## src/rtl/bges_pkg.sv

```systemverilog
`timescale 1ns / 1ps
// Shared types and constants for the button gesture event synthesizer.
package bges_pkg;

	localparam int NUM_BUTTONS = 3;
	localparam int BTN_W       = 2;
	localparam int OP_W        = 2;
	localparam int KIND_W      = 3;
	localparam int TIME_W      = 32;
	localparam int CFG_W       = 16;
	localparam int CFG_IDX_W   = 2;

	localparam int IN_TDATA_W  = ((BTN_W + TIME_W + 7) / 8) * 8;
	localparam int OUT_TDATA_W = ((BTN_W + 7) / 8) * 8;

	// command queue, depth must be a power of two
	localparam int QDEPTH = 2;
	localparam int QPTR_W = $clog2(QDEPTH);

	localparam logic [CFG_W-1:0] LONG_RST   = CFG_W'(1000);
	localparam logic [CFG_W-1:0] DOUBLE_RST = CFG_W'(300);
	localparam logic [CFG_W-1:0] REPEAT_RST = CFG_W'(100);

	localparam logic [CFG_IDX_W-1:0] CFG_LONG   = CFG_IDX_W'(0);
	localparam logic [CFG_IDX_W-1:0] CFG_DOUBLE = CFG_IDX_W'(1);
	localparam logic [CFG_IDX_W-1:0] CFG_REPEAT = CFG_IDX_W'(2);

	typedef enum logic [OP_W-1:0] {
		OP_PRESS   = 2'd0,
		OP_RELEASE = 2'd1,
		OP_POLL    = 2'd2
	} opcode_t;

	typedef enum logic [KIND_W-1:0] {
		EV_PRESS  = 3'd0,
		EV_CLICK  = 3'd1,
		EV_DOUBLE = 3'd2,
		EV_LONG   = 3'd3,
		EV_HOLD   = 3'd4
	} ev_kind_t;

	typedef struct packed {
		opcode_t           op;
		logic [BTN_W-1:0]  btn;
		logic [TIME_W-1:0] tnow;
	} cmd_t;

endpackage

```

## src/rtl/bges_front.sv

```systemverilog
`timescale 1ns / 1ps
// Front end: accepts requests, drops unused opcodes and out-of-range buttons, registers commands.
module bges_front
	import bges_pkg::*;
(
	input  logic                  clk,
	input  logic                  arst_n,
	input  logic                  s_tvalid,
	output logic                  s_tready,
	input  logic [IN_TDATA_W-1:0] s_tdata,   // button_index, time_now, zero pad
	input  logic [OP_W-1:0]       s_tuser,   // opcode
	output logic                  cmd_valid,
	input  logic                  cmd_ready,
	output cmd_t                  cmd
);

	logic             v_s1;
	cmd_t             cmd_s1;
	logic             keep;
	logic [BTN_W-1:0] btn;

	always_comb begin
		btn  = s_tdata[BTN_W-1:0];
		keep = (s_tuser == OP_POLL) ||
		       (((s_tuser == OP_PRESS) || (s_tuser == OP_RELEASE)) &&
		        ({1'b0, btn} < (BTN_W+1)'(NUM_BUTTONS)));
	end

	assign s_tready  = !v_s1 || cmd_ready;
	assign cmd_valid = v_s1;
	assign cmd       = cmd_s1;

	always_ff @(posedge clk or negedge arst_n) begin
		if (!arst_n) begin
			v_s1 <= 1'b0;
		end else if (s_tready) begin
			v_s1 <= s_tvalid && keep;
		end
	end

	always_ff @(posedge clk) begin
		if (s_tready && s_tvalid) begin
			cmd_s1.op   <= opcode_t'(s_tuser);
			cmd_s1.btn  <= btn;
			cmd_s1.tnow <= s_tdata[BTN_W +: TIME_W];
		end
	end

endmodule

```

## src/rtl/bges_queue.sv

```systemverilog
`timescale 1ns / 1ps
// Short command queue between front end and back end.
module bges_queue
	import bges_pkg::*;
(
	input  logic clk,
	input  logic arst_n,
	input  logic in_valid,
	output logic in_ready,
	input  cmd_t in_cmd,
	output logic out_valid,
	input  logic out_ready,
	output cmd_t out_cmd
);

	cmd_t              mem_q [QDEPTH];
	logic [QPTR_W-1:0] wr_q;
	logic [QPTR_W-1:0] rd_q;
	logic [QPTR_W:0]   cnt_q;
	logic              push;
	logic              pop;

	assign in_ready  = cnt_q != (QPTR_W+1)'(QDEPTH);
	assign out_valid = cnt_q != '0;
	assign out_cmd   = mem_q[rd_q];
	assign push      = in_valid && in_ready;
	assign pop       = out_valid && out_ready;

	always_ff @(posedge clk or negedge arst_n) begin
		if (!arst_n) begin
			wr_q  <= '0;
			rd_q  <= '0;
			cnt_q <= '0;
		end else begin
			if (push) begin
				wr_q <= wr_q + 1'b1;
			end
			if (pop) begin
				rd_q <= rd_q + 1'b1;
			end
			if (push && !pop) begin
				cnt_q <= cnt_q + 1'b1;
			end else if (pop && !push) begin
				cnt_q <= cnt_q - 1'b1;
			end
		end
	end

	always_ff @(posedge clk) begin
		if (push) begin
			mem_q[wr_q] <= in_cmd;
		end
	end

endmodule

```

## src/rtl/bges_back.sv

```systemverilog
`timescale 1ns / 1ps
// Back end: per-button state, timing registers, poll sequencer and output register.
module bges_back
	import bges_pkg::*;
(
	input  logic                   clk,
	input  logic                   arst_n,
	input  logic                   cmd_valid,
	output logic                   cmd_ready,
	input  cmd_t                   cmd,
	input  logic                   cfg_we,
	input  logic [CFG_IDX_W-1:0]   cfg_index,
	input  logic [CFG_W-1:0]       cfg_data,
	output logic                   m_tvalid,
	input  logic                   m_tready,
	output logic [OUT_TDATA_W-1:0] m_tdata,  // event_button, zero pad
	output logic [KIND_W-1:0]      m_tuser,  // event_kind
	output logic                   m_tlast
);

	typedef enum logic [2:0] {
		S_IDLE  = 3'b001,
		S_SCAN  = 3'b010,
		S_FLUSH = 3'b100
	} state_t;

	state_t state_q;

	logic [CFG_W-1:0] long_q;
	logic [CFG_W-1:0] dbl_q;
	logic [CFG_W-1:0] rep_q;

	logic [NUM_BUTTONS-1:0] down_q;
	logic [NUM_BUTTONS-1:0] ldone_q;
	logic [TIME_W-1:0]      since_q [NUM_BUTTONS];
	logic [TIME_W-1:0]      rept_q  [NUM_BUTTONS];
	logic [TIME_W-1:0]      click_q [NUM_BUTTONS];

	logic [BTN_W-1:0]  idx_q;
	logic [TIME_W-1:0] ptime_q;

	logic             pend_v_q;
	logic [BTN_W-1:0] pend_btn_q;
	ev_kind_t         pend_kind_q;

	logic             ov_q;
	logic [BTN_W-1:0] obtn_q;
	ev_kind_t         okind_q;
	logic             olast_q;

	logic [BTN_W-1:0]  sel;
	logic [TIME_W-1:0] tcur;
	logic [TIME_W-1:0] held;
	logic [TIME_W-1:0] rep_el;
	logic [TIME_W-1:0] clk_el;
	logic              long_hit;
	logic              rep_hit;
	logic              dbl_hit;
	logic              out_free;

	logic             push;
	logic [BTN_W-1:0] push_btn;
	ev_kind_t         push_kind;
	logic             push_last;

	logic upd_press;
	logic upd_rel;
	logic upd_click;
	logic upd_dbl;
	logic start;
	logic scan_ev;
	logic scan_go;
	ev_kind_t scan_kind;
	logic flush_go;

	always_comb begin
		sel      = (state_q == S_SCAN) ? idx_q : cmd.btn;
		tcur     = (state_q == S_SCAN) ? ptime_q : cmd.tnow;
		held     = tcur - since_q[sel];
		rep_el   = tcur - rept_q[sel];
		clk_el   = tcur - click_q[sel];
		long_hit = held >= TIME_W'(long_q);
		rep_hit  = rep_el >= TIME_W'(rep_q);
		dbl_hit  = (click_q[sel] != '0) && (clk_el <= TIME_W'(dbl_q));
		out_free = !ov_q || m_tready;

		scan_ev   = down_q[sel] && (ldone_q[sel] ? rep_hit : long_hit);
		scan_kind = ldone_q[sel] ? EV_HOLD : EV_LONG;
		scan_go   = !scan_ev || !pend_v_q || out_free;
		flush_go  = !pend_v_q || out_free;

		cmd_ready = 1'b0;
		push      = 1'b0;
		push_btn  = sel;
		push_kind = EV_PRESS;
		push_last = 1'b1;
		upd_press = 1'b0;
		upd_rel   = 1'b0;
		upd_click = 1'b0;
		upd_dbl   = 1'b0;
		start     = 1'b0;

		case (state_q)
			S_IDLE: begin
				if (cmd_valid) begin
					case (cmd.op)
						OP_PRESS: begin
							if (down_q[sel]) begin
								cmd_ready = 1'b1;
							end else if (out_free) begin
								cmd_ready = 1'b1;
								push      = 1'b1;
								push_kind = EV_PRESS;
								upd_press = 1'b1;
							end
						end
						OP_RELEASE: begin
							if (!down_q[sel]) begin
								cmd_ready = 1'b1;
							end else if (long_hit) begin
								cmd_ready = 1'b1;
								upd_rel   = 1'b1;
							end else if (out_free) begin
								cmd_ready = 1'b1;
								push      = 1'b1;
								push_kind = dbl_hit ? EV_DOUBLE : EV_CLICK;
								upd_rel   = 1'b1;
								upd_dbl   = dbl_hit;
								upd_click = !dbl_hit;
							end
						end
						OP_POLL: begin
							cmd_ready = 1'b1;
							start     = 1'b1;
						end
						default: begin
							cmd_ready = 1'b1;
						end
					endcase
				end
			end
			S_SCAN: begin
				push      = scan_go && scan_ev && pend_v_q;
				push_btn  = pend_btn_q;
				push_kind = pend_kind_q;
				push_last = 1'b0;
			end
			S_FLUSH: begin
				push      = pend_v_q && out_free;
				push_btn  = pend_btn_q;
				push_kind = pend_kind_q;
				push_last = 1'b1;
			end
			default: begin
			end
		endcase
	end

	// config registers
	always_ff @(posedge clk or negedge arst_n) begin
		if (!arst_n) begin
			long_q <= LONG_RST;
			dbl_q  <= DOUBLE_RST;
			rep_q  <= REPEAT_RST;
		end else if (cfg_we) begin
			case (cfg_index)
				CFG_LONG:   long_q <= cfg_data;
				CFG_DOUBLE: dbl_q  <= cfg_data;
				CFG_REPEAT: rep_q  <= cfg_data;
				default: begin
				end
			endcase
		end
	end

	// sequencer and button state
	always_ff @(posedge clk or negedge arst_n) begin
		if (!arst_n) begin
			state_q  <= S_IDLE;
			idx_q    <= '0;
			pend_v_q <= 1'b0;
			down_q   <= '0;
			ldone_q  <= '0;
			for (int i = 0; i < NUM_BUTTONS; i++) begin
				since_q[i] <= '0;
				rept_q[i]  <= '0;
				click_q[i] <= '0;
			end
		end else begin
			if (upd_press) begin
				down_q[sel]  <= 1'b1;
				ldone_q[sel] <= 1'b0;
				since_q[sel] <= tcur;
				rept_q[sel]  <= tcur;
			end
			if (upd_rel) begin
				down_q[sel] <= 1'b0;
			end
			if (upd_click) begin
				click_q[sel] <= tcur;
			end
			if (upd_dbl) begin
				click_q[sel] <= '0;
			end
			case (state_q)
				S_IDLE: begin
					if (start) begin
						idx_q   <= '0;
						state_q <= S_SCAN;
					end
				end
				S_SCAN: begin
					if (scan_go) begin
						if (scan_ev) begin
							ldone_q[sel] <= 1'b1;
							rept_q[sel]  <= tcur;
							pend_v_q     <= 1'b1;
						end
						if ({1'b0, idx_q} == (BTN_W+1)'(NUM_BUTTONS - 1)) begin
							state_q <= S_FLUSH;
						end else begin
							idx_q <= idx_q + 1'b1;
						end
					end
				end
				S_FLUSH: begin
					if (flush_go) begin
						pend_v_q <= 1'b0;
						state_q  <= S_IDLE;
					end
				end
				default: begin
					state_q <= S_IDLE;
				end
			endcase
		end
	end

	always_ff @(posedge clk) begin
		if (start) begin
			ptime_q <= cmd.tnow;
		end
		if (state_q == S_SCAN && scan_go && scan_ev) begin
			pend_btn_q  <= sel;
			pend_kind_q <= scan_kind;
		end
	end

	// output register
	always_ff @(posedge clk or negedge arst_n) begin
		if (!arst_n) begin
			ov_q <= 1'b0;
		end else if (push) begin
			ov_q <= 1'b1;
		end else if (m_tready) begin
			ov_q <= 1'b0;
		end
	end

	always_ff @(posedge clk) begin
		if (push) begin
			obtn_q  <= push_btn;
			okind_q <= push_kind;
			olast_q <= push_last;
		end
	end

	assign m_tvalid = ov_q;
	assign m_tdata  = {{(OUT_TDATA_W - BTN_W){1'b0}}, obtn_q};
	assign m_tuser  = okind_q;
	assign m_tlast  = olast_q;

	a_state_onehot: assert property (@(posedge clk) disable iff (!arst_n)
		$onehot(state_q)) else $error("state not one-hot");

	a_idle_no_pend: assert property (@(posedge clk) disable iff (!arst_n)
		(state_q == S_IDLE) |-> !pend_v_q) else $error("pending event left in idle");

	a_scan_idx: assert property (@(posedge clk) disable iff (!arst_n)
		(state_q == S_SCAN) |-> ({1'b0, idx_q} < (BTN_W+1)'(NUM_BUTTONS)))
		else $error("scan index out of range");

	a_mid_not_last: assert property (@(posedge clk) disable iff (!arst_n)
		(state_q == S_SCAN && push) |=> (m_tvalid && !m_tlast))
		else $error("event moved out mid-poll marked last");

endmodule

```

## src/rtl/button_gesture_event_synth_top.sv

```systemverilog
`timescale 1ns / 1ps
// Top level of the button gesture event synthesizer.
//
// Requests (press, release, poll with a 32-bit ms timestamp) pass a registered front end that
// drops unused opcodes and out-of-range buttons, then a two-entry command queue, then the back
// end that holds per-button state and emits PRESS, CLICK, DOUBLE, LONG and HOLD events, the last
// event of each request flagged on m_tlast. A poll passes a start step, one scan step per
// button and a flush step, driven by the back-end sequencer that checks one button per cycle
// (unless the output stalls) against a shared set of three 32-bit subtract-and-compare units.
// A press or release event passes the front-end register, the queue and the back-end output
// register before it shows on m_tvalid; each poll event waits in a one-entry holding register
// until the next one is found or the scan ends. A full output register stalls the back end,
// which fills the queue and then drops s_tready.
// Config writes take effect at once.
module button_gesture_event_synth_top
	import bges_pkg::*;
(
	input  logic                   clk,
	input  logic                   arst_n,
	input  logic                   s_tvalid,
	output logic                   s_tready,
	input  logic [IN_TDATA_W-1:0]  s_tdata,   // button_index, time_now, zero pad
	input  logic [OP_W-1:0]        s_tuser,   // opcode
	output logic                   m_tvalid,
	input  logic                   m_tready,
	output logic [OUT_TDATA_W-1:0] m_tdata,   // event_button, zero pad
	output logic [KIND_W-1:0]      m_tuser,   // event_kind
	output logic                   m_tlast,   // last_of_run
	input  logic                   cfg_we,
	input  logic [CFG_IDX_W-1:0]   cfg_index,
	input  logic [CFG_W-1:0]       cfg_data
);

	logic f_valid;
	logic f_ready;
	cmd_t f_cmd;
	logic q_valid;
	logic q_ready;
	cmd_t q_cmd;

	bges_front u_front (
		.clk       (clk),
		.arst_n    (arst_n),
		.s_tvalid  (s_tvalid),
		.s_tready  (s_tready),
		.s_tdata   (s_tdata),
		.s_tuser   (s_tuser),
		.cmd_valid (f_valid),
		.cmd_ready (f_ready),
		.cmd       (f_cmd)
	);

	bges_queue u_queue (
		.clk       (clk),
		.arst_n    (arst_n),
		.in_valid  (f_valid),
		.in_ready  (f_ready),
		.in_cmd    (f_cmd),
		.out_valid (q_valid),
		.out_ready (q_ready),
		.out_cmd   (q_cmd)
	);

	bges_back u_back (
		.clk       (clk),
		.arst_n    (arst_n),
		.cmd_valid (q_valid),
		.cmd_ready (q_ready),
		.cmd       (q_cmd),
		.cfg_we    (cfg_we),
		.cfg_index (cfg_index),
		.cfg_data  (cfg_data),
		.m_tvalid  (m_tvalid),
		.m_tready  (m_tready),
		.m_tdata   (m_tdata),
		.m_tuser   (m_tuser),
		.m_tlast   (m_tlast)
	);

endmodule
```

## config.mk

```make
export PLATFORM = sky130hd
export DESIGN_NAME = button_gesture_event_synth_top
export DESIGN_NICKNAME = d
export VERILOG_FILES = /design/src/rtl/bges_pkg.sv /design/src/rtl/bges_front.sv /design/src/rtl/bges_queue.sv /design/src/rtl/bges_back.sv /design/src/rtl/button_gesture_event_synth_top.sv
export SDC_FILE = /design/constraint.sdc
export NUM_CORES = 1
export LEC_CHECK = 0
export BUFFER_PORTS_ARGS = -buffer_cell sky130_fd_sc_hd__buf_2
export CORE_ASPECT_RATIO = 1.25
export CORE_MARGIN = 1
export CORE_UTILIZATION = 65
export CTS_CLUSTER_DIAMETER = 100
export DETAILED_ROUTE_END_ITERATION = 12
export PLACE_DENSITY_LB_ADDON = 0.25
export SLEW_MARGIN = 10
export SYNTH_ARGS = -nofsm -noshare
export SYNTH_HDL_FRONTEND = slang
export SYNTH_SLANG_ARGS = --single-unit
```

## constraint.sdc

```tcl
create_clock -name clk -period 17.3 [get_ports clk]
set_input_delay 4.325 -clock clk [delete_from_list [all_inputs] [get_ports clk]]
set_output_delay 4.325 -clock clk [all_outputs]
set_load 0.01 [all_outputs]
```

==> impl_summary.md, run 1 <==
Synthesis
The post-synthesis cell count is around 2900. The register area share after synthesis is 0.479. The async set-reset flop share out of synthesis is 0.702. The number of distinct standard cells referenced by the synthesized netlist is between 90 and 100. The combined area of all synthesized cells is 27900 µm². The top flip-flop cell by instance count after synthesis is sky130_fd_sc_hd__dfrtp_1. The synthesized area per cell is 9.79 µm². The number of synthesized register bits is 504.

Counting flops with a built-in enable in the synthesized netlist gives 150. The Yosys warning count is 0.

GRT
In the global route stage, overall resource usage came out at 0.384. The met1 global-route usage is 0.468. The maximum number of pins on one net before global-route repair is around 180. The via count of the first global-routing pass is 22434. The number of antenna violations at the first check in global routing is 0. The met2 demand-to-capacity share in global routing is 0.635. After global routing the overflow that remains totals 0. The met3 usage is 0.0614. The first global-routing pass estimated between 100000 and 150000 µm of wire.

The busiest layer in global routing is met2.

Routing
Dividing the detail-routed via count by the number of cells gives 6.59. The total routed wirelength is between 80000 and 90000 µm. In this run, the number of DRC markers left after iteration 0 of detailed routing was roughly 2500. The routed via count is about 23000.

The number of detailed-routing iterations run before antenna repair is 6. After detailed routing, the average wire length per cell comes to ~24 µm. The number of antenna-violating nets in the routed design is 0. The number of remaining DRC errors is 0.

Finish
The number of fill cells in the layout is around 3000. Excluding fillers, the count of instances in the completed layout stands at roughly 3500. The library cell used most frequently in the layout, excluding fill and tap cells, is sky130_fd_sc_hd__nand2_1. The net count of the finished layout is roughly 3000. In the layout the commonest cells are sky130_fd_sc_hd__nand2_1 (480), sky130_fd_sc_hd__dfrtp_1 (340), sky130_fd_sc_hd__a21oi_1 (266). The ratio of cells with drive above 1 in the final layout is 0.117. The area growth from synthesis to layout is 9.36%.

Placed design
The HPWL after detailed placement is roughly 59000 µm. Including well taps, the total number of placed cells is 3372. In this run the tool buffered the top-level ports with 66 buffer cells. The final weighted congestion of routability-driven global placement is ~0.96.

STA
Dividing the final minimum period by the clock period gives 0.592. The setup TNS is 0 ns. The count of endpoints failing hold in the final timing report is 0. Setup repair after global routing left no endpoint under its margin. Between clock sinks in the finished design, the worst skew comes to 0.0252 ns. Headroom to the max-slew limit came out at 0.222. The final setup violation count is 0. The count of pins over their slew limit came to 0. Derived from the worst setup path, the maximum achievable clock frequency is roughly 100 MHz. The transition time at the pin with the least slew margin is 1.16 ns. After layout, the minimum clock period comes to 10.25 ns.

CTS
The count of H-tree levels built during CTS is 2. The number of setup buffers added after CTS is 0. The worst-case clock buffer depth is 3. The later pin in the worst-skew pair is clocked with a latency of roughly 0.62 ns.

Gates resized during post-CTS repair numbered 0. The tree is rooted in a sky130_fd_sc_hd__clkbuf_16. The clock net in this run drives a total of 504 sinks.

The CTS tree is built. Counting the buffers created by CTS gives 50. The quantity of hold-fixing buffers added after cts is 0. The clock-pin slew reported for the worst setup and hold paths after clock tree synthesis is roughly 0.070 ns.

Power
The total power density per cell area is ~230 nW/µm². The portion of total power attributed to sequential cells is 0.252. Summed over all cells, the static leakage comes to around 13 nW. The internal power of the cells totals between 3 and 4 mW. The logic gate share of total power is 0.583.

For this design the total switching power over the nets is 3.20 mW. The switching power as a share of total power is 0.460. The share of total power dissipated in the clock network is 0.165. Across the VDD grid, the largest voltage drop is between 150 and 200 µV.

Worst setup path
The required time reported for the critical path endpoint is ~18 ns. At the worst endpoint, the arrival time is 10.72 ns. The worst path buffer plus inverter count is 6. Of all nets on the critical path, the largest fanout is ~50. The worst setup path is launched from a flop. By instance count, the cell type seen most on the critical path is sky130_fd_sc_hd__buf_4. The critical path is of the flop to flop type. The capturing element type of the critical path is a flop. The slowest stage cell on the critical path is sky130_fd_sc_hd__or3_1. The critical path's top delay family is compound AO/OA/AOI/OAI gates. In this design, the stage delay of the slowest critical-path cell is between 0.5 and 0.6 ns.

Die
The core region is about 42000 µm². The starting density of the core is 0.661. The row count is between 80 and 90. The die is 187 µm wide. The die covers 43800 µm². In this run the count of I/O pins placed on the die edge is a little under 80.

In this run the vertical extent of the chip is 234 µm.

Status
The run finished with clean final reports.

Worst hold path
The worst hold path belongs to the class flop to flop.

Run
The tool flagged a number of max-cap violations equal to 0.
per-layer routing:
layer | vias to the layer above | wire length (µm)
met5 | - | 0
met1 | 11128 | 32100
met3 | 295 | 5850
met2 | 1118 | 39400
li1 | 10301 | -
met4 | 0 | 6160
power by group through the flow:
stage          registers [mW]  clock network [mW]  logic [mW]
2_1_floorplan            1.71                   0        2.81
3_3_place_gp             1.74                   0        3.84
3_5_place_dp             1.76                   0        3.93
4_1_cts                  1.75                1.16        3.98
5_1_grt                  1.78                1.20        4.40
6_report                 1.75                1.15        4.06
final timing paths:
kind                       slack (ns)  cells after the start                   end       startpoint
setup / recovery                 7.05                     31     u_back.rept_q[85]     u_queue.rd_q
hold / removal                   0.44                      0  u_queue.mem_q[0][22]  u_front.cmd[22]
setup reg to reg                 7.05                     31     u_back.rept_q[85]     u_queue.rd_q
hold reg to reg                  0.44                      0  u_queue.mem_q[0][22]  u_front.cmd[22]
max in group asynchronous       11.97                      2    u_back.since_q[55]           arst_n
min in group asynchronous        3.71                      1      u_back.dbl_q[12]           arst_n
registers in the layout (all words and copies together) (netlist names), 3 cells and up, named ones only:
name	cells
u_back.m_tuser	3
u_back.click_q	67
u_back.ldone_q	3
u_back.long_q	16
u_back.ptime_q	32
u_front.cmd	36
u_queue.mem_q	72
u_back.state_q	3
u_back.dbl_q	16
u_back.rep_q	16
u_back.rept_q	96
u_back.since_q	96
cell usage after synthesis (9+ instances only):
cell type | n | share of area
sky130_fd_sc_hd__o21ai_0 | 210 | 0.038
sky130_fd_sc_hd__a21oi_1 | 267 | 0.048
sky130_fd_sc_hd__o21a_1 | 23 | 0.0062
sky130_fd_sc_hd__o21bai_1 | 9 | 0.0024
sky130_fd_sc_hd__a21o_1 | 65 | 0.017
sky130_fd_sc_hd__inv_1 | 130 | 0.017
sky130_fd_sc_hd__nor2_1 | 88 | 0.012
sky130_fd_sc_hd__a31oi_1 | 17 | 0.0038
sky130_fd_sc_hd__mux2_2 | 76 | 0.031
sky130_fd_sc_hd__clkbuf_1 | 119 | 0.016
sky130_fd_sc_hd__o31ai_1 | 46 | 0.012
sky130_fd_sc_hd__xor2_1 | 28 | 0.0088
sky130_fd_sc_hd__mux2_1 | 45 | 0.018
sky130_fd_sc_hd__nor2b_1 | 20 | 0.0045
sky130_fd_sc_hd__nand4_1 | 32 | 0.0072
sky130_fd_sc_hd__xnor2_1 | 37 | 0.012
sky130_fd_sc_hd__nor4_1 | 13 | 0.0029
sky130_fd_sc_hd__o211ai_1 | 13 | 0.0035
sky130_fd_sc_hd__a32o_1 | 12 | 0.0043
sky130_fd_sc_hd__o21ai_1 | 11 | 0.0020
sky130_fd_sc_hd__buf_1 | 19 | 0.0026
sky130_fd_sc_hd__dfstp_2 | 14 | 0.013
sky130_fd_sc_hd__and2_1 | 14 | 0.0031
sky130_fd_sc_hd__buf_4 | 11 | 0.0030
sky130_fd_sc_hd__o22ai_1 | 37 | 0.0083
sky130_fd_sc_hd__mux2i_1 | 26 | 0.0093
sky130_fd_sc_hd__nand2b_1 | 41 | 0.0092
sky130_fd_sc_hd__buf_2 | 13 | 0.0023
sky130_fd_sc_hd__nor3_1 | 19 | 0.0034
sky130_fd_sc_hd__dfrtp_1 | 340 | 0.30
sky130_fd_sc_hd__a211oi_1 | 15 | 0.0040
sky130_fd_sc_hd__nand2_1 | 483 | 0.065
sky130_fd_sc_hd__edfxtp_1 | 150 | 0.16
sky130_fd_sc_hd__o2bb2ai_1 | 54 | 0.017
sky130_fd_sc_hd__nand3_1 | 35 | 0.0063
sky130_fd_sc_hd__ha_1 | 139 | 0.062
area by class of cell:
| cell class | count | area (µm²) | share of cell area |
|---|---|---|---|
| tap | 559 | 699 | 0.0229 |
| clock inverter | 25 | 323 | 0.0106 |
| clock buffer | 67 | 1400 | 0.0460 |
| inverter | 134 | 503 | 0.0165 |
| timing repair buffer | 124 | 788 | 0.0258 |
| multi-input combinational | 2051 | 13400 | 0.440 |
| antenna | 1 | 2.50 | 0.0000820 |
| sequential | 504 | 13400 | 0.438 |
metrics by stage:
step	utilization	area, µm²	power (mW)	worst slack (ns)	hold slack, ns
4_1_cts	0.722	30500	6.88	7.20	0.441
2_1_floorplan	-	27900	4.52	9.71	0.421
5_1_grt	0.722	30500	7.39	6.81	0.448
3_5_place_dp	0.682	28800	5.70	7.35	0.434
6_report	0.722	30500	6.96	7.05	0.441
3_3_place_gp	0.682	28800	5.58	7.49	0.422
kinds of logic after synthesis:
| group | synth area share |
|---|---|
| adder cells (fa/ha/maj) | 0.0655 |
| AND/OR/NAND/NOR | 0.129 |
| buffers and inverters | 0.0433 |
| flip-flops | 0.479 |
| AO/OA/AOI/OAI | 0.201 |
| multiplexers | 0.0619 |
| other | 0.000134 |
| XOR/XNOR | 0.0204 |
Power figures use the tool's default switching activity.
==> run 2: changes to the inputs <==
Settings changed: CORE_UTILIZATION 65 to 63.
Clock period 17.3 ns to 10.15 ns, I/O delays scaled along.
==> run 2 against run 1 <==
Effect of this change: die area up 3.1%; register-to-register slack worse by 6.0 ns; setup slack worse by 6.0 ns; core utilization down 1.8 points; largest cell class unchanged; power up 71%; first-iteration DRC count down 12%; critical endpoint is now u_back.rept_q[1]; hold slack better by 0.0079 ns; clock-buffer cell count up 3; critical path depth down 6; clock power up 64%.
==> impl_summary.md, run 2 (synthesis results as in run 1) <==
Status
The flow ran to the end, and the final reports show no timing, DRC or antenna violations.

Finish
The leading cell type in the layout, fill and taps excluded is sky130_fd_sc_hd__nand2_1. Leaving out filler cells and counting taps, the final layout contains ~3500. The largest registers in the layout are u_back.rept_q x96, u_back.since_q x96, u_queue.mem_q x72. The ratio of cells with drive above 1 in the final layout is 0.117.

The area added between synthesis and finish is 9.52%. The library cells used most frequently in the layout, excluding fill and tap cells, are sky130_fd_sc_hd__nand2_1 (480), sky130_fd_sc_hd__dfrtp_1 (340), sky130_fd_sc_hd__a21oi_1 (266). The post-layout net count is approximately 3100.

STA
For this run, the top clock speed supported by timing is 110 MHz. The count of endpoints failing hold in the final timing report is 0. The clock skew after layout is roughly 0.023 ns. In the final timing run, aggregate negative setup slack is 0 ns. Setup violations remaining at the end of the flow were counted as 0. The minimum clock period after layout is roughly 9.1 ns. In the finished design, the share of the clock period the worst path needs comes to 0.895. Setup repair after global routing left no endpoint under its margin. At the pin with the least slew margin, the transition time is around 1.2 ns. In this run the tightest slew margin relative to its limit is 0.202.

The count of pins over their slew limit was 0.

CTS
The tree is rooted in a sky130_fd_sc_hd__clkbuf_16. The number of setup buffers added after CTS is 0. TritonCTS created 50 clock buffers.

The quantity of hold-fixing buffers added after cts is 0. The worst-case clock buffer depth is 3. The clock net sink count is 504. CTS built an H-tree with a depth of 2.

The count of instances resized after the clock tree is built is 0. The CTS tree is built. The clock reaches the later pin of the worst-skew pair after approximately 0.61 ns.

After clock tree synthesis, the clock-pin slew on the worst setup and hold paths is approximately 0.07 ns.

Die
The horizontal die dimension is 190 µm. The floorplan step set the die height to 237 µm. The area of the core is about 43000 µm². The row count is 85. The starting density of the core is 0.643. In this run the count of I/O pins placed on the die edge is 79. The die footprint is 45200 µm².

Routing
The routed via count is ~23000. The count of nets left with antenna violations once routing finished came out at 0. The number of detailed-routing iterations run before antenna repair is 6. After detailed routing, the average wire length per cell comes to approximately 24 µm. The number of remaining DRC errors is 0. The total routed wirelength is roughly 85000 µm.

The via density per instance is 6.59. In this run, the number of DRC markers left after iteration 0 of detailed routing was roughly 2200.

GRT
The met1 global-route usage is 0.471. The total global routing overflow is 0. The first global-routing pass estimated roughly 130000 µm of wire.

In the global route stage, overall resource usage came out at 0.382. After global routing, the most crowded layer is met2. Entering global routing, the biggest net connects 166 pins.

For this run, global-route usage on met2 was measured as 0.619. For met3 alone, demand over resource in global routing was 0.0691. The number of antenna violations at the first check in global routing is 0. The via count of the first global-routing pass was around 23000.

Worst setup path
In this run the register-to-register setup slack is 1.07 ns. STA puts the critical path data arrival time at 9.55 ns. At the worst endpoint, the required time is about 11 ns.

The launch instance of the worst register-to-register path is u_back.state_q[1]. The endpoint of the worst register-to-register path is u_back.rept_q[1]. The worst-path maximum fanout is 32. The worst setup path is of the flop to flop kind.

The number of cells on the worst reg-to-reg path is 25. STA classifies the critical path endpoint as a flop. The category of the worst setup path launch point is a flop.

Worst hold path
The end point of the worst hold path is u_queue.mem_q[1][24]. The worst hold path begins at u_front.cmd[24]. In this run the worst hold path is classified as flop to flop. Counting instances, the worst hold path has a depth of 0.

Placed design
The number of input and output port buffers inserted is 66. Routability-driven placement finished with a final weighted congestion of 0.977. Summed over all nets, the half-perimeter wirelength after detailed placement is a little under 60000 µm. The post-placement cell count is 3385.

Run
The number of max-capacitance violations reported is 0.

Power
The worst-case IR drop observed on VDD is 237 µV. The total power density per cell area is just under 400 nW/µm². Summed over all cells, the static leakage comes to ~13 nW.
run 2: stage by stage:
stage,hold WS [ns],power [mW],setup WS [ns],cell area (µm²),util
floorplan,0.421,7.71,2.56,27900,-
global placement,0.423,9.59,1.50,28900,0.666
detailed placement,0.434,9.80,1.33,28900,0.666
CTS,0.449,11.7,1.25,30600,0.704
global route,0.458,12.7,0.799,30600,0.704
finish,0.449,11.9,1.07,30600,0.704
run 2: worst max-delay path, stage by stage (launching register included):
cell	delay [ns]
sky130_fd_sc_hd__dfrtp_1	0.51
sky130_fd_sc_hd__nor3b_4	0.41
sky130_fd_sc_hd__inv_2	0.13
sky130_fd_sc_hd__mux2i_4	0.48
sky130_fd_sc_hd__and2_2	0.76
sky130_fd_sc_hd__a21oi_1	0.27
sky130_fd_sc_hd__ha_1	0.33
sky130_fd_sc_hd__nor2b_1	0.15
sky130_fd_sc_hd__o31a_1	0.31
sky130_fd_sc_hd__o31ai_1	0.56
sky130_fd_sc_hd__and2_1	0.30
sky130_fd_sc_hd__o21a_1	0.16
sky130_fd_sc_hd__xnor2_1	0.12
sky130_fd_sc_hd__ha_1	0.27
sky130_fd_sc_hd__a21o_1	0.18
sky130_fd_sc_hd__a21o_1	0.17
sky130_fd_sc_hd__a221o_1	0.38
sky130_fd_sc_hd__a221oi_1	0.23
sky130_fd_sc_hd__o2111ai_1	0.21
sky130_fd_sc_hd__nor4_1	0.34
sky130_fd_sc_hd__nand4_1	0.15
sky130_fd_sc_hd__or4b_1	0.60
sky130_fd_sc_hd__or3_1	0.58
sky130_fd_sc_hd__and2_1	0.37
sky130_fd_sc_hd__a31o_4	0.51
sky130_fd_sc_hd__mux2_1	0.41
run 2: worst max-delay path by stage:
stage | start | endpoint | depth (start not counted)
after global routing | u_back.state_q[1] | u_back.rept_q[1] | 25
after global placement | u_back.state_q[1] | u_back.rept_q[14] | 25
after floorplan | u_back.state_q[2] | u_back.rept_q[87] | 34
after detailed placement | u_back.state_q[1] | u_back.rept_q[17] | 25
after CTS | u_back.state_q[1] | u_back.rept_q[1] | 25
final | u_back.state_q[1] | u_back.rept_q[1] | 25
run 2: where the power goes:
group	internal, mW	switching (mW)
registers	2.70	0.293
clock network	1.08	0.809
logic	2.60	4.41
run 2: routing by layer:
layer / vias to the layer above / wire length, µm / share of wire
li1: 10341 / - / -
met1: 11161 / 32500 / 0.38
met2: 1122 / 39600 / 0.47
met3: 298 / 6320 / 0.075
met4: 0 / 6100 / 0.072
met5: - / 0 / 0
run 2: final cells by class:
| type | instances | area [µm²] |
|---|---|---|
| well taps | 565 | 707 |
| clock buffers | 70 | 1420 |
| diodes | 1 | 2.50 |
| clock inverters | 24 | 253 |
| fillers | 3206 | 12800 |
| multi-input cells | 2051 | 13400 |
| inverters | 134 | 503 |
| flip-flops and latches | 504 | 13400 |
| repair buffers | 131 | 878 |
